===== src/hw/rtl/cde_pkg.sv =====
// ----------------------------------------------------------------------------
// Crystal deadtime efficiency package
// Shared constants, codes and types for the deadtime efficiency pipeline.
// ----------------------------------------------------------------------------
package cde_pkg;

  localparam int MAX_RINGS_DEF       = 32;
  localparam int MAX_BLOCK_WIDTH_DEF = 8;
  localparam int MAX_BUCKETS_DEF     = 64;

  // ln(2) in Q32.
  localparam logic [31:0] LN2_Q32 = 32'hB17217F8;

  localparam int TAYLOR_TERMS = 12;
  localparam int RECIP_SHIFT  = 36;

  typedef enum logic [1:0] {
    ACT_LOAD_RING   = 2'd0,
    ACT_LOAD_TRANS  = 2'd1,
    ACT_LOAD_BUCKET = 2'd2,
    ACT_COMPUTE     = 2'd3
  } action_t;

  typedef enum logic [2:0] {
    CFG_CRYSTALS_IN_RING     = 3'd0,
    CFG_TRANSAXIAL_PER_BLOCK = 3'd1,
    CFG_AXIAL_PER_BLOCK      = 3'd2,
    CFG_BLOCKS_IN_BUCKET     = 3'd3,
    CFG_CRYSTALS_IN_BUCKET   = 3'd4,
    CFG_BUCKETS_IN_RING      = 3'd5
  } cfg_reg_t;

  typedef struct packed {
    logic [9:0] crystals_in_ring;
    logic [3:0] transaxial_per_block;
    logic [5:0] axial_per_block;
    logic [3:0] blocks_in_bucket;
    logic [6:0] crystals_in_bucket;
    logic [6:0] buckets_in_ring;
  } cfg_t;

  localparam cfg_t CFG_RESET = '{
    crystals_in_ring:     10'd384,
    transaxial_per_block: 4'd8,
    axial_per_block:      6'd8,
    blocks_in_bucket:     4'd3,
    crystals_in_bucket:   7'd24,
    buckets_in_ring:      7'd16
  };

endpackage


===== src/hw/rtl/cde_div.sv =====
// ----------------------------------------------------------------------------
// Pipelined restoring divider
// One quotient bit per stage. The upper numerator bits above the quotient
// must be smaller than the divisor.
// ----------------------------------------------------------------------------
module cde_div import cde_pkg::*; #(
  parameter int NW = 16,
  parameter int DW = 8,
  parameter int QW = 16,
  parameter int SW = 1
) (
  input  logic          clk,
  input  logic          rst_n,
  input  logic          en,
  input  logic          v_in,
  input  logic [NW-1:0] num,
  input  logic [DW-1:0] den,
  input  logic [SW-1:0] side_in,
  output logic          v_out,
  output logic [QW-1:0] quo,
  output logic [DW-1:0] rem,
  output logic [SW-1:0] side_out
);

  logic          v_r    [QW];
  logic [DW-1:0] rem_r  [QW];
  logic [QW-1:0] low_r  [QW];
  logic [QW-1:0] q_r    [QW];
  logic [DW-1:0] den_r  [QW];
  logic [SW-1:0] side_r [QW];

  logic [DW-1:0] rem_init;

  assign rem_init = DW'({{DW{1'b0}}, num} >> QW);

  for (genvar j = 0; j < QW; j++) begin : g_stage
    logic          v_src;
    logic [DW-1:0] rem_src;
    logic [QW-1:0] low_src;
    logic [QW-1:0] q_src;
    logic [DW-1:0] den_src;
    logic [SW-1:0] side_src;
    logic [DW:0]   trial;
    logic [DW:0]   diff;
    logic          ge;

    if (j == 0) begin : g_first
      assign v_src    = v_in;
      assign rem_src  = rem_init;
      assign low_src  = num[QW-1:0];
      assign q_src    = '0;
      assign den_src  = den;
      assign side_src = side_in;
    end else begin : g_next
      assign v_src    = v_r[j-1];
      assign rem_src  = rem_r[j-1];
      assign low_src  = low_r[j-1];
      assign q_src    = q_r[j-1];
      assign den_src  = den_r[j-1];
      assign side_src = side_r[j-1];
    end

    assign trial = {rem_src, low_src[QW-1]};
    assign diff  = trial - {1'b0, den_src};
    assign ge    = (trial >= {1'b0, den_src});

    always_ff @(posedge clk) begin
      if (!rst_n) begin
        v_r[j] <= 1'b0;
      end else if (en) begin
        v_r[j]    <= v_src;
        rem_r[j]  <= ge ? diff[DW-1:0] : trial[DW-1:0];
        low_r[j]  <= QW'({low_src, 1'b0});
        q_r[j]    <= QW'({q_src, ge});
        den_r[j]  <= den_src;
        side_r[j] <= side_src;
      end
    end
  end

  assign v_out    = v_r[QW-1];
  assign quo      = q_r[QW-1];
  assign rem      = rem_r[QW-1];
  assign side_out = side_r[QW-1];

endmodule


===== config.mk =====
export PLATFORM = sky130hd
export DESIGN_NAME = cde_div
export DESIGN_NICKNAME = d
export VERILOG_FILES = /design/src/hw/rtl/cde_pkg.sv /design/src/hw/rtl/cde_div.sv
export SDC_FILE = /design/constraint.sdc
export NUM_CORES = 1
export LEC_CHECK = 0
export ABC_CLOCK_PERIOD_IN_PS = 16700
export BUFFER_PORTS_ARGS = -buffer_cell sky130_fd_sc_hd__buf_2
export CAP_MARGIN = 10
export CORE_ASPECT_RATIO = 1.4
export CORE_MARGIN = 2
export CORE_UTILIZATION = 40
export CTS_CLUSTER_DIAMETER = 60
export DETAILED_ROUTE_END_ITERATION = 12
export HOLD_SLACK_MARGIN = 0.12
export SYNTH_ARGS = -nofsm -noshare
export SYNTH_HDL_FRONTEND = slang
export SYNTH_SLANG_ARGS = --single-unit

===== constraint.sdc =====
create_clock -name clk -period 16.7 [get_ports clk]
set_input_delay 0.835 -clock clk [delete_from_list [all_inputs] [get_ports clk]]
set_output_delay 0.835 -clock clk [all_outputs]
set_load 0.02 [all_outputs]

======== After elaboration in Yosys (flattened, before gate mapping) ========
Memories as Yosys holds them, arrays and structs flattened.
Index checks and enable logic that the tools add are counted.
operators by class
  add/sub/neg operators ................... 16
  $mul .................................... 0
  div/mod/pow operators ................... 0
  magnitude comparators ................... 16
  equal/unequal tests ..................... 0
  shift operators ......................... 0
  muxes and demuxes ....................... 36
  bitwise logic cells ..................... 16
  reductions and logical operators ........ 0
operator list
  cell                                            number
  9-bit by 8-bit >= comparator with 1-bit output  15
  8-bit 2-to-1 mux                                16
  8-bit subtractor                                15
  1-bit 2-to-1 mux                                20
  1-bit bitwise OR                                16
  1-bit by 8-bit >= comparator with 1-bit output  1
  1-bit by 8-bit subtractor with 8-bit output     1
word-level totals
  bits in registers ....................... 0
  latch bits .............................. 0
  bits in writable memories ............... 784
  memory bits (read-only) ................. 0
  output and inout bits ................... 26
  word-level logic and storage cells ...... 90
  memories ................................ 6
memory list
  memory  words  bits a word  read ports  clocked after Yosys merged registers in  wr ports  line           RTL
  q_r     16     16           16          0                                        16        cde_div.sv:28  logic [QW-1:0] q_r [QW];
  low_r   16     15           15          0                                        16        cde_div.sv:27  logic [QW-1:0] low_r [QW];
  den_r   16     8            15          0                                        16        cde_div.sv:29  logic [DW-1:0] den_r [QW];
  rem_r   16     8            16          0                                        16        cde_div.sv:26  logic [DW-1:0] rem_r [QW];
  side_r  16     1            16          0                                        16        cde_div.sv:30  logic [SW-1:0] side_r [QW];
  v_r     16     1            16          0                                        16        cde_div.sv:25  logic v_r [QW];

======== Logic depth before layout (Yosys ltp) ========
Gate-level depths: netlist of run 1.
  depth after elaboration ................. 4
  gate-level depth with buffers ........... 9
  mapped depth without buffers ............ 8

======== Worst setup path after synthesis of run 1 ========
OpenSTA, ideal clock, no wires.
  kind .................................... input port to flip-flop
  from .................................... in rst_n
  to ...................................... mem den_r[0][0], enable pin
  data arrival time ....................... 12.819 ns
  slack ................................... 2.928 ns
  stages on the path ...................... 2
  buffers on the path ..................... 1
  cell sequence ........................... clkbuf_1 > and2_1
RTL lines
  what             line           RTL
  start, declared  cde_div.sv:13  input logic rst_n,
  end, declared    cde_div.sv:29

==> flow_summary_export.csv, run 1 <==
group,metric,value,unit
cells_and_area,areaGrowthSynthToFinish,12.9,%
setup_path,cp.required,16910,ps
floorplan,pin_count,55,
cells_and_area,drive_gt1_share,14.7,%
pwr,pwr-share-comb,10.4,%
floorplan,num_rows,104,
setup_path,cp_slowest_cell,"buf_4",
clock_tree,cts_max_level,2,
setup_path,cp_num_buf_inv,4,
clock_tree,postCtsSetupBuffers,0,
timing,setup_violations,0,
route,dr.pass1.iters,4,
synth,synth-async-reset-ratio,0,%
floorplan,die_area,60200,µm²
flow_run,maxCapViolCount,0,
synth,synth-edff-count,535,
synth,synth_fp_nets,1672,
run_status,status,"finished, final reports clean",
clock_tree,ctsHoldBuffers,0,
route,vias,12100,
clock_tree,clock_tree.root_cell,"clkbuf_16",
route,via_per_inst,5.07,
synth,synth-seq-area-share,69.1,%
synth,synth_cells,1506,
pwr,powerDensity,120,nW/µm²
synth,yosysUniqueCellTypes,56,
global_routing,gr-total-overflow,0,
setup_path,path_class,"in2reg",
setup_path,critical-path-max-stage-delay,910,ps
route,avgRoutedWirePerCell,16.1,µm
pwr,ir_drop,83.8,µV
global_routing,grt_usage,12.7,%
global_routing,grt_pass1_wl,61500,µm
cells_and_area,diodes,0,
setup_path,cp.arrival,4390,ps
setup_path,cp_top_family,"buffers and inverters",
global_routing,grt_max_degree,177,
cells_and_area,fin_nets,1775,
timing,fin_skew,18.2,ps
pwr,pwr-share-seq,50.6,%
clock_tree,clk_latency,600,ps
setup_path,critPathMaxFanout,83,
timing,period_share,25.0,%
setup_path,cpMostUsedCell,"buf_4",
timing,setup_tns,0,ps
synth,synth.avg_cell_area,15.5,µm²
clock_tree,cts_resized,0,
floorplan,start_util,40.5,%
synth,synth-seq-cells,536,
global_routing,antenna_found_initial,0,
setup_path,path_cells,"buf_2 > and2_4 > buf_4 > buf_4 > buf_4",
timing,hold_viol,0,
setup_path,cp-start-kind,"input pin",
clock_tree,cts_made_buffers,54,
clock_tree,path_clk_slew,60,ps
clock_tree,clock-sinks,536,
timing,rsz0062_at_grt,"no",
placed_design,io_buffers,54,
floorplan,core,57500,µm²
clock_tree,tritoncts,"done",
worst_hold_path,hp-class,"reg2reg",
pwr,power_leakage,9.87,nW
floorplan,die_h,289,µm
cells_and_area,fillers,4991,
route,drc,0,
synth,mappedNetlistArea,23300,µm²
floorplan,die_w,208,µm
timing,clock.fmax,239,MHz
route,ant_nets,0,
pwr,switchingPower,0.709,mW
timing,slew_viol_final,0,
pwr,finalPower,3.15,mW
timing,min_period,4180,ps
global_routing,grt_pass1_vias,12900,
pwr,p_sw_share,22.5,%
route,drtIter0Drc,448,
pwr,internal-power,2.44,mW
setup_path,critPathCaptureType,"flip-flop",
timing,tightest_slew,1000,ps
synth,ys_dominant_reg_cell,"edfxtp_1",
placed_design,gp_congestion,0.862,
clock_tree,cts_buffer_depth,3,
timing,maxSlewHeadroom,33.1,%
synth,ys_warn_count,0,
placed_design,dpl.hpwl,25900,µm
pwr,clockPowerShare,39.0,%
setup_path,r2r_slack,13930,ps
route,routed_wl,38600,µm
[worst reg2reg max path: cells and delay by family, from the launching register on]
kind,cells,cell delay [ps]
AO/OA/AOI/OAI,4,1380
adder cells (fa/ha/maj),1,370
flip-flops,1,420
multiplexers,1,360
[metal layers]
layer  track usage, %  vias up  wire length [µm]
met5                0        -                 0
met4             6.44        0              1640
met3             2.38      113              1300
met2             27.1      182             23200
met1             10.8     5987             12400
li1                 -     5866                 -
[per-stage QoR]
stage               std cells  setup slack [ps]  hold slack, ps  utilization (%)  cell area (µm²)
CTS                      2396             12470             362             45.7            26300
floorplan                1506              2930             400                -            23300
global route             2396             12160             379             45.7            26300
finish                   2396             12520             406             45.7            26300
detailed placement       2295             11830             405             42.6            24500
global placement         2295             11950             400             42.6            24500
[path summary, 6_finish.rpt]
check	start	end	cells past startpoint
max	en	q_r[1][0]	5
max reg2reg	rem_r[0][35]	rem_r[0][46]	6
min reg2reg	low_r[0][80]	low_r[0][96]	0
min	low_r[0][80]	low_r[0][96]	0
[area by class of cell]
cell class / count / area (µm²) / area share [%]
Multi-Input combinational cell: 793 / 6530 / 24.8
Sequential cell: 536 / 16100 / 61.2
Tap cell: 742 / 928 / 3.53
Clock inverter: 31 / 304 / 1.16
Timing Repair Buffer: 60 / 328 / 1.25
Clock buffer: 70 / 1510 / 5.72
Inverter: 164 / 616 / 2.34
[flip-flops by register name, summed over array words and instances, names as in the netlist]
name,count
rem_r,128
den_r,120
q_r,136
v_r,16
low_r,120
side_r,16
[logic make-up after synthesis]
family          share of synthesized area, %
compound gates                          7.30
simple gates                            5.27
mux                                     5.45
buf+inv                                 2.90
flops                                   69.1
fa+ha+maj                               7.85
xor+xnor                                2.14
[cells in the mapped netlist, types with 20 or more instances]
cell type / n / area [µm²]
nand2b_1: 30 / 188
edfxtp_1: 535 / 16100
nand2_1: 31 / 116
inv_1: 164 / 616
o21ai_0: 62 / 310
a21o_1: 22 / 165
nor2b_1: 26 / 163
and3_1: 20 / 125
nor2_1: 62 / 233
ha_1: 122 / 1530
mux2_2: 79 / 890
mux2i_1: 38 / 380
a21oi_1: 55 / 275
nand3_1: 20 / 100
xnor2_1: 40 / 350
[power groups by stage]
| stage | Combinational [mW] | Clock [mW] | Sequential (mW) |
|---|---|---|---|
| 2_1_floorplan | 0.248 | 0 | 1.65 |
| 3_3_place_gp | 0.317 | 0 | 1.62 |
| 3_5_place_dp | 0.329 | 0 | 1.62 |
| 4_1_cts | 0.331 | 1.27 | 1.60 |
| 5_1_grt | 0.364 | 1.32 | 1.60 |
| 6_report | 0.327 | 1.23 | 1.59 |
[cell usage in the layout (no fill, tap or decap), types with 40 or more instances in the layout]
cell type and count:
edfxtp_1 535, inv_1 164, ha_1 122, mux2_2 79
o21ai_0 62, nor2_1 62, clkbuf_16 57, a21oi_1 55
buf_2 54, xnor2_1 40
(Power assumes the default switching activity.)
==> run 2, diff against run 1 <==
ABC_CLOCK_PERIOD_IN_PS = 4080   (was 16700)
clock period = 4.08 ns   (was 16.7 ns; I/O delays follow)
==> flow_summary_export.csv, run 2 (same netlist as run 1, synthesis figures left out) <==
group,metric,value,unit
route,vias,12200,
cells_and_area,instances_no_fill,2429,
pwr,internal-power,9.77,mW
route,ant_nets,0,
placed_design,place_ws,1390,ps
clock_tree,cts_buffer_depth,3,
timing,period_share,65.8,%
worst_hold_path,hp-class,"in2reg",
floorplan,core,57500,µm²
route,routed_wl,40200,µm
route,avgRoutedWirePerCell,16.5,µm
setup_path,r2r_slack,1400,ps
setup_path,critPathCaptureType,"flip-flop",
floorplan,num_rows,104,
worst_hold_path,whs_endpoint,"low_r[0][10]",
pwr,ir_drop,354,µV
cells_and_area,final_util,46.2,%
pwr,power_leakage,9.98,nW
setup_path,critical-path-max-stage-delay,550,ps
cells_and_area,drive_gt1_share,14.5,%
run_status,status,"finished, final reports clean",
worst_hold_path,hp-start,"num[10]",
setup_path,cp-start-kind,"flip-flop",
timing,slew_viol_final,0,
pwr,powerDensity,478,nW/µm²
cells_and_area,areaGrowthSynthToFinish,14.1,%
floorplan,start_util,40.5,%
pwr,switchingPower,2.92,mW
clock_tree,cts_resized,0,
global_routing,antenna_found_initial,0,
clock_tree,postCtsSetupBuffers,0,
floorplan,die_h,289,µm
route,drtIter0Drc,490,
floorplan,die_w,208,µm
global_routing,grt_usage,13.3,%
pwr,pwr-share-comb,10.8,%
timing,setup_violations,0,
route,dr.pass1.iters,6,
setup_path,path_cells,"inv_1 > ha_1 > a21o_1 > a211oi_1 > o21ai_0 > a311o_1 > mux2_2",
timing,setup_slack,1400,ps
setup_path,reg2reg_from,"den_r[1][28]",
route,via_per_inst,5.02,
cells_and_area,largest_register,"q_r",
timing,tightest_slew,735,ps
global_routing,grt_pass1_vias,13100,
pwr,clockPowerShare,37.7,%
global_routing,grt_pass1_wl,63800,µm
global_routing,grt_max_degree,133,
cells_and_area,final_cell_mix,"edfxtp_1, inv_1, ha_1",
clock_tree,cts_max_level,2,
cells_and_area,design_area,26600,µm²
timing,rsz0062_at_grt,"no",
global_routing,gr-total-overflow,0,
placed_design,placed_cells,2301,
placed_design,dpl.hpwl,27900,µm
setup_path,reg2reg_to,"rem_r[1][34]",
clock_tree,clock-sinks,536,
timing,fin_skew,24.2,ps
timing,maxSlewHeadroom,51.0,%
clock_tree,cts_made_buffers,54,
clock_tree,clock_tree.root_cell,"clkbuf_16",
cells_and_area,diodes,0,
pwr,pwr-share-seq,51.5,%
floorplan,pin_count,55,
clock_tree,tritoncts,"done",
pwr,p_sw_share,23.0,%
placed_design,io_buffers,54,
placed_design,gp_congestion,0.841,
timing,hold_viol,0,
floorplan,die_area,60200,µm²
pwr,finalPower,12.7,mW
cells_and_area,reg.largest.list,"q_r (136), rem_r (128)",
cells_and_area,fin_nets,1811,
setup_path,cp.arrival,3000,ps
setup_path,rr_worst_depth,7,
route,drc,0,
setup_path,cp.required,4400,ps
setup_path,path_class,"reg2reg",
placed_design,placed_area,24600,µm²
timing,min_period,2680,ps
cells_and_area,largest_reg_flops,136,
clock_tree,path_clk_slew,60,ps
cells_and_area,final_common_cell,"edfxtp_1",
clock_tree,clk_latency,590,ps
flow_run,maxCapViolCount,0,
timing,clock.fmax,373,MHz
setup_path,cp_slowest_cell,"a311o_1",
setup_path,critPathMaxFanout,9,
worst_hold_path,whs_path_depth,2,
## run 2: routing by layer
metal | track usage (%) | share of wire [%] | up-vias
li1 | - | - | 5924
met1 | 11.3 | 33 | 5990
met2 | 28.7 | 60 | 189
met3 | 2.50 | 3.2 | 102
met4 | 5.94 | 3.7 | 0
met5 | 0 | 0 | -
## run 2: worst max-delay path: cells and delay by family (launching register included)
kind | cells | cell delay, ps
buffers and inverters | 1 | 80
adder cells (fa/ha/maj) | 1 | 270
AO/OA/AOI/OAI | 4 | 1280
flip-flops | 1 | 420
multiplexers | 1 | 360
## run 2: per-stage QoR
stage | TNS (ps) | hold slack, ps
after floorplan | -152860 | 303
after global placement | 0 | 380
after detailed placement | 0 | 382
after CTS | 0 | 272
after global routing | 0 | 293
final | 0 | 319
## run 2: what timing repair did
action | 4_1_cts | 5_1_grt
hold endpoints to repair | 47 | 0
hold buffers | 30 | 0
setup endpoints to repair | 0 | 0
## run 2: cell type report
class,instances,area [µm²]
Fill cell,4979,30900
Sequential cell,536,16100
Multi-Input combinational cell,793,6530
Clock buffer,65,1410
Tap cell,742,928
Timing Repair Buffer,96,711
Inverter,164,616
Clock inverter,33,292
## run 2: worst max path at each step
stage / start / endpoint / slack (ps) / cells past startpoint
5_1_grt: rem_r[1][34] / rem_r[1][42] / 1280 / 6
2_1_floorplan: en / den_r[0][0] / -290 / 2
6_report: den_r[1][28] / rem_r[1][34] / 1400 / 7
3_3_place_gp: den_r[1][28] / rem_r[1][34] / 1400 / 7
4_1_cts: den_r[1][28] / rem_r[1][34] / 1360 / 7
3_5_place_dp: den_r[1][28] / rem_r[1][34] / 1390 / 7
## run 2: power groups by stage
stage | clock (mW) | sequential [mW] | combinational, mW
3_5_place_dp | 0 | 6.65 | 1.36
6_report | 4.79 | 6.53 | 1.37
3_3_place_gp | 0 | 6.64 | 1.30
5_1_grt | 5.15 | 6.56 | 1.52
4_1_cts | 4.95 | 6.53 | 1.39
2_1_floorplan | 0 | 6.65 | 1.02
==> run 3, diff against run 2 <==
ABC_CLOCK_PERIOD_IN_PS = 2400   (was 4080)
clock period = 2.4 ns   (was 4.08 ns; I/O delays follow)
==> flow_summary_export.csv, run 3 (same netlist as run 1, synthesis figures left out) <==
group,metric,value,unit
clock_tree,cts_max_level,2,
worst_hold_path,hp-class,"in2reg",
floorplan,die_area,60200,µm²
timing,maxSlewHeadroom,55.1,%
timing,rsz0062_at_grt,"yes",
route,wl_met3,1190,µm
floorplan,die_h,289,µm
route,vias,12600,
global_routing,antenna_found_initial,0,
floorplan,pin_count,55,
setup_path,path_class,"reg2reg",
route,top_layer_used,"met4",
setup_path,critPathCaptureType,"flip-flop",
run_status,status,"finished with violations",
cells_and_area,fin_nets,1884,
global_routing,grt_usage,13.4,%
cells_and_area,final_util,47.6,%
route,route.met2.wl,24800,µm
cells_and_area,drive_gt1_share,19.4,%
setup_path,cp.arrival,2750,ps
clock_tree,cts_made_buffers,53,
timing,tightest_slew,674,ps
pwr,ir_drop,629,µV
cells_and_area,largest_register,"q_r",
route,avgRoutedWirePerCell,16.4,µm
clock_tree,clock-sinks,536,
placed_design,dpl.hpwl,28600,µm
placed_design,gp_congestion,0.846,
global_routing,grt_pass1_wl,64000,µm
cells_and_area,reg.largest.list,"q_r (136), rem_r (128)",
global_routing,gr-total-overflow,0,
floorplan,die_w,208,µm
timing,min_period,2410,ps
run_status,violations,"setup timing",
setup_path,cp.required,2740,ps
cells_and_area,instances_no_fill,2501,
route,ant_nets,0,
timing,period_share,100,%
placed_design,io_buffers,54,
route,dr.pass1.iters,4,
cells_and_area,largest_reg_flops,136,
setup_path,r2r_slack,-9,ps
clock_tree,path_clk_slew,60,ps
timing,hold_viol,0,
route,routed_wl,41000,µm
clock_tree,clock_tree.root_cell,"clkbuf_16",
floorplan,start_util,40.5,%
timing,clock.fmax,415,MHz
cells_and_area,areaGrowthSynthToFinish,17.7,%
cells_and_area,final_common_cell,"edfxtp_1",
pwr,power_leakage,10.4,nW
timing,slew_viol_final,0,
timing,setup_slack,-9.12,ps
route,drc,0,
cells_and_area,fillers,4947,
floorplan,core,57500,µm²
route,drtIter0Drc,459,
clock_tree,tritoncts,"done",
timing,fin_skew,19.3,ps
placed_design,placed_cells,2364,
route,via_per_inst,5.03,
flow_run,maxCapViolCount,0,
cells_and_area,diodes,0,
clock_tree,cts_buffer_depth,3,
floorplan,num_rows,104,
cells_and_area,final_cell_mix,"edfxtp_1, inv_1, ha_1",
global_routing,grt_max_degree,93,
pwr,powerDensity,800,nW/µm²
setup_path,cp-start-kind,"flip-flop",
setup_path,critPathMaxFanout,8,
timing,setup_violations,5,
route,wl_met1,12900,µm
clock_tree,clk_latency,600,ps
global_routing,grt_pass1_vias,13500,
[run 3: path summary, 6_finish.rpt]
path | depth (start not counted) | startpoint | end
setup / recovery | 6 | rem_r[0][35] | rem_r[0][47]
hold / removal | 2 | num[10] | low_r[0][10]
setup reg to reg | 6 | rem_r[0][35] | rem_r[0][47]
hold reg to reg | 0 | low_r[0][112] | low_r[1][8]
[run 3: final cells by class]
type	instances	area (µm²)	area share [%]
Timing Repair Buffer	168	1380	5.05
Inverter	164	616	2.25
Multi-Input combinational cell	795	6660	24.3
Clock buffer	63	1410	5.13
Clock inverter	33	322	1.17
Tap cell	742	928	3.39
Sequential cell	536	16100	58.7
[run 3: metal layers]
layer / GRT usage, % / vias up
li1: - / 6086
met1: 10.9 / 6172
met2: 29.0 / 200
met3: 2.35 / 121
met4: 7.45 / 0
met5: 0 / -
[run 3: power breakdown]
part	total [mW]	internal, mW	leakage [nW]	switching, mW
logic	2.58	1.23	4.53	1.34
registers	11.1	10.9	5.03	0.187
clock network	8.24	4.81	0.842	3.43
[run 3: critical path: stages (launching register included)]
cell	delay, ps
edfxtp_1	420
ha_1	330
a21o_1	210
a211oi_2	250
o21ai_0	150
a311o_2	490
mux2_2	310
[run 3: metrics by stage]
step | setup TNS [ps] | total power [mW] | hold slack, ps | area (µm²) | setup WS, ps
2_1_floorplan | -982780 | 13.0 | 219 | 23300 | -1890
3_3_place_gp | -2370 | 13.6 | 297 | 25100 | -206
3_5_place_dp | -3530 | 13.8 | 298 | 25100 | -220
4_1_cts | 0 | 22.2 | 187 | 27200 | 0.184
5_1_grt | -668 | 22.8 | 215 | 27400 | -53.5
6_report | -13.5 | 21.9 | 223 | 27400 | -9.12
[run 3: repair_timing]
item                                   4_1_cts  5_1_grt
hold buffers                                30        0
setup endpoints to repair                   47       72
endpoints found under the hold margin       48        0
setup buffers                                1        8
pin swaps                                    4       15
cloned                                       1        1
resized for setup                           14       20
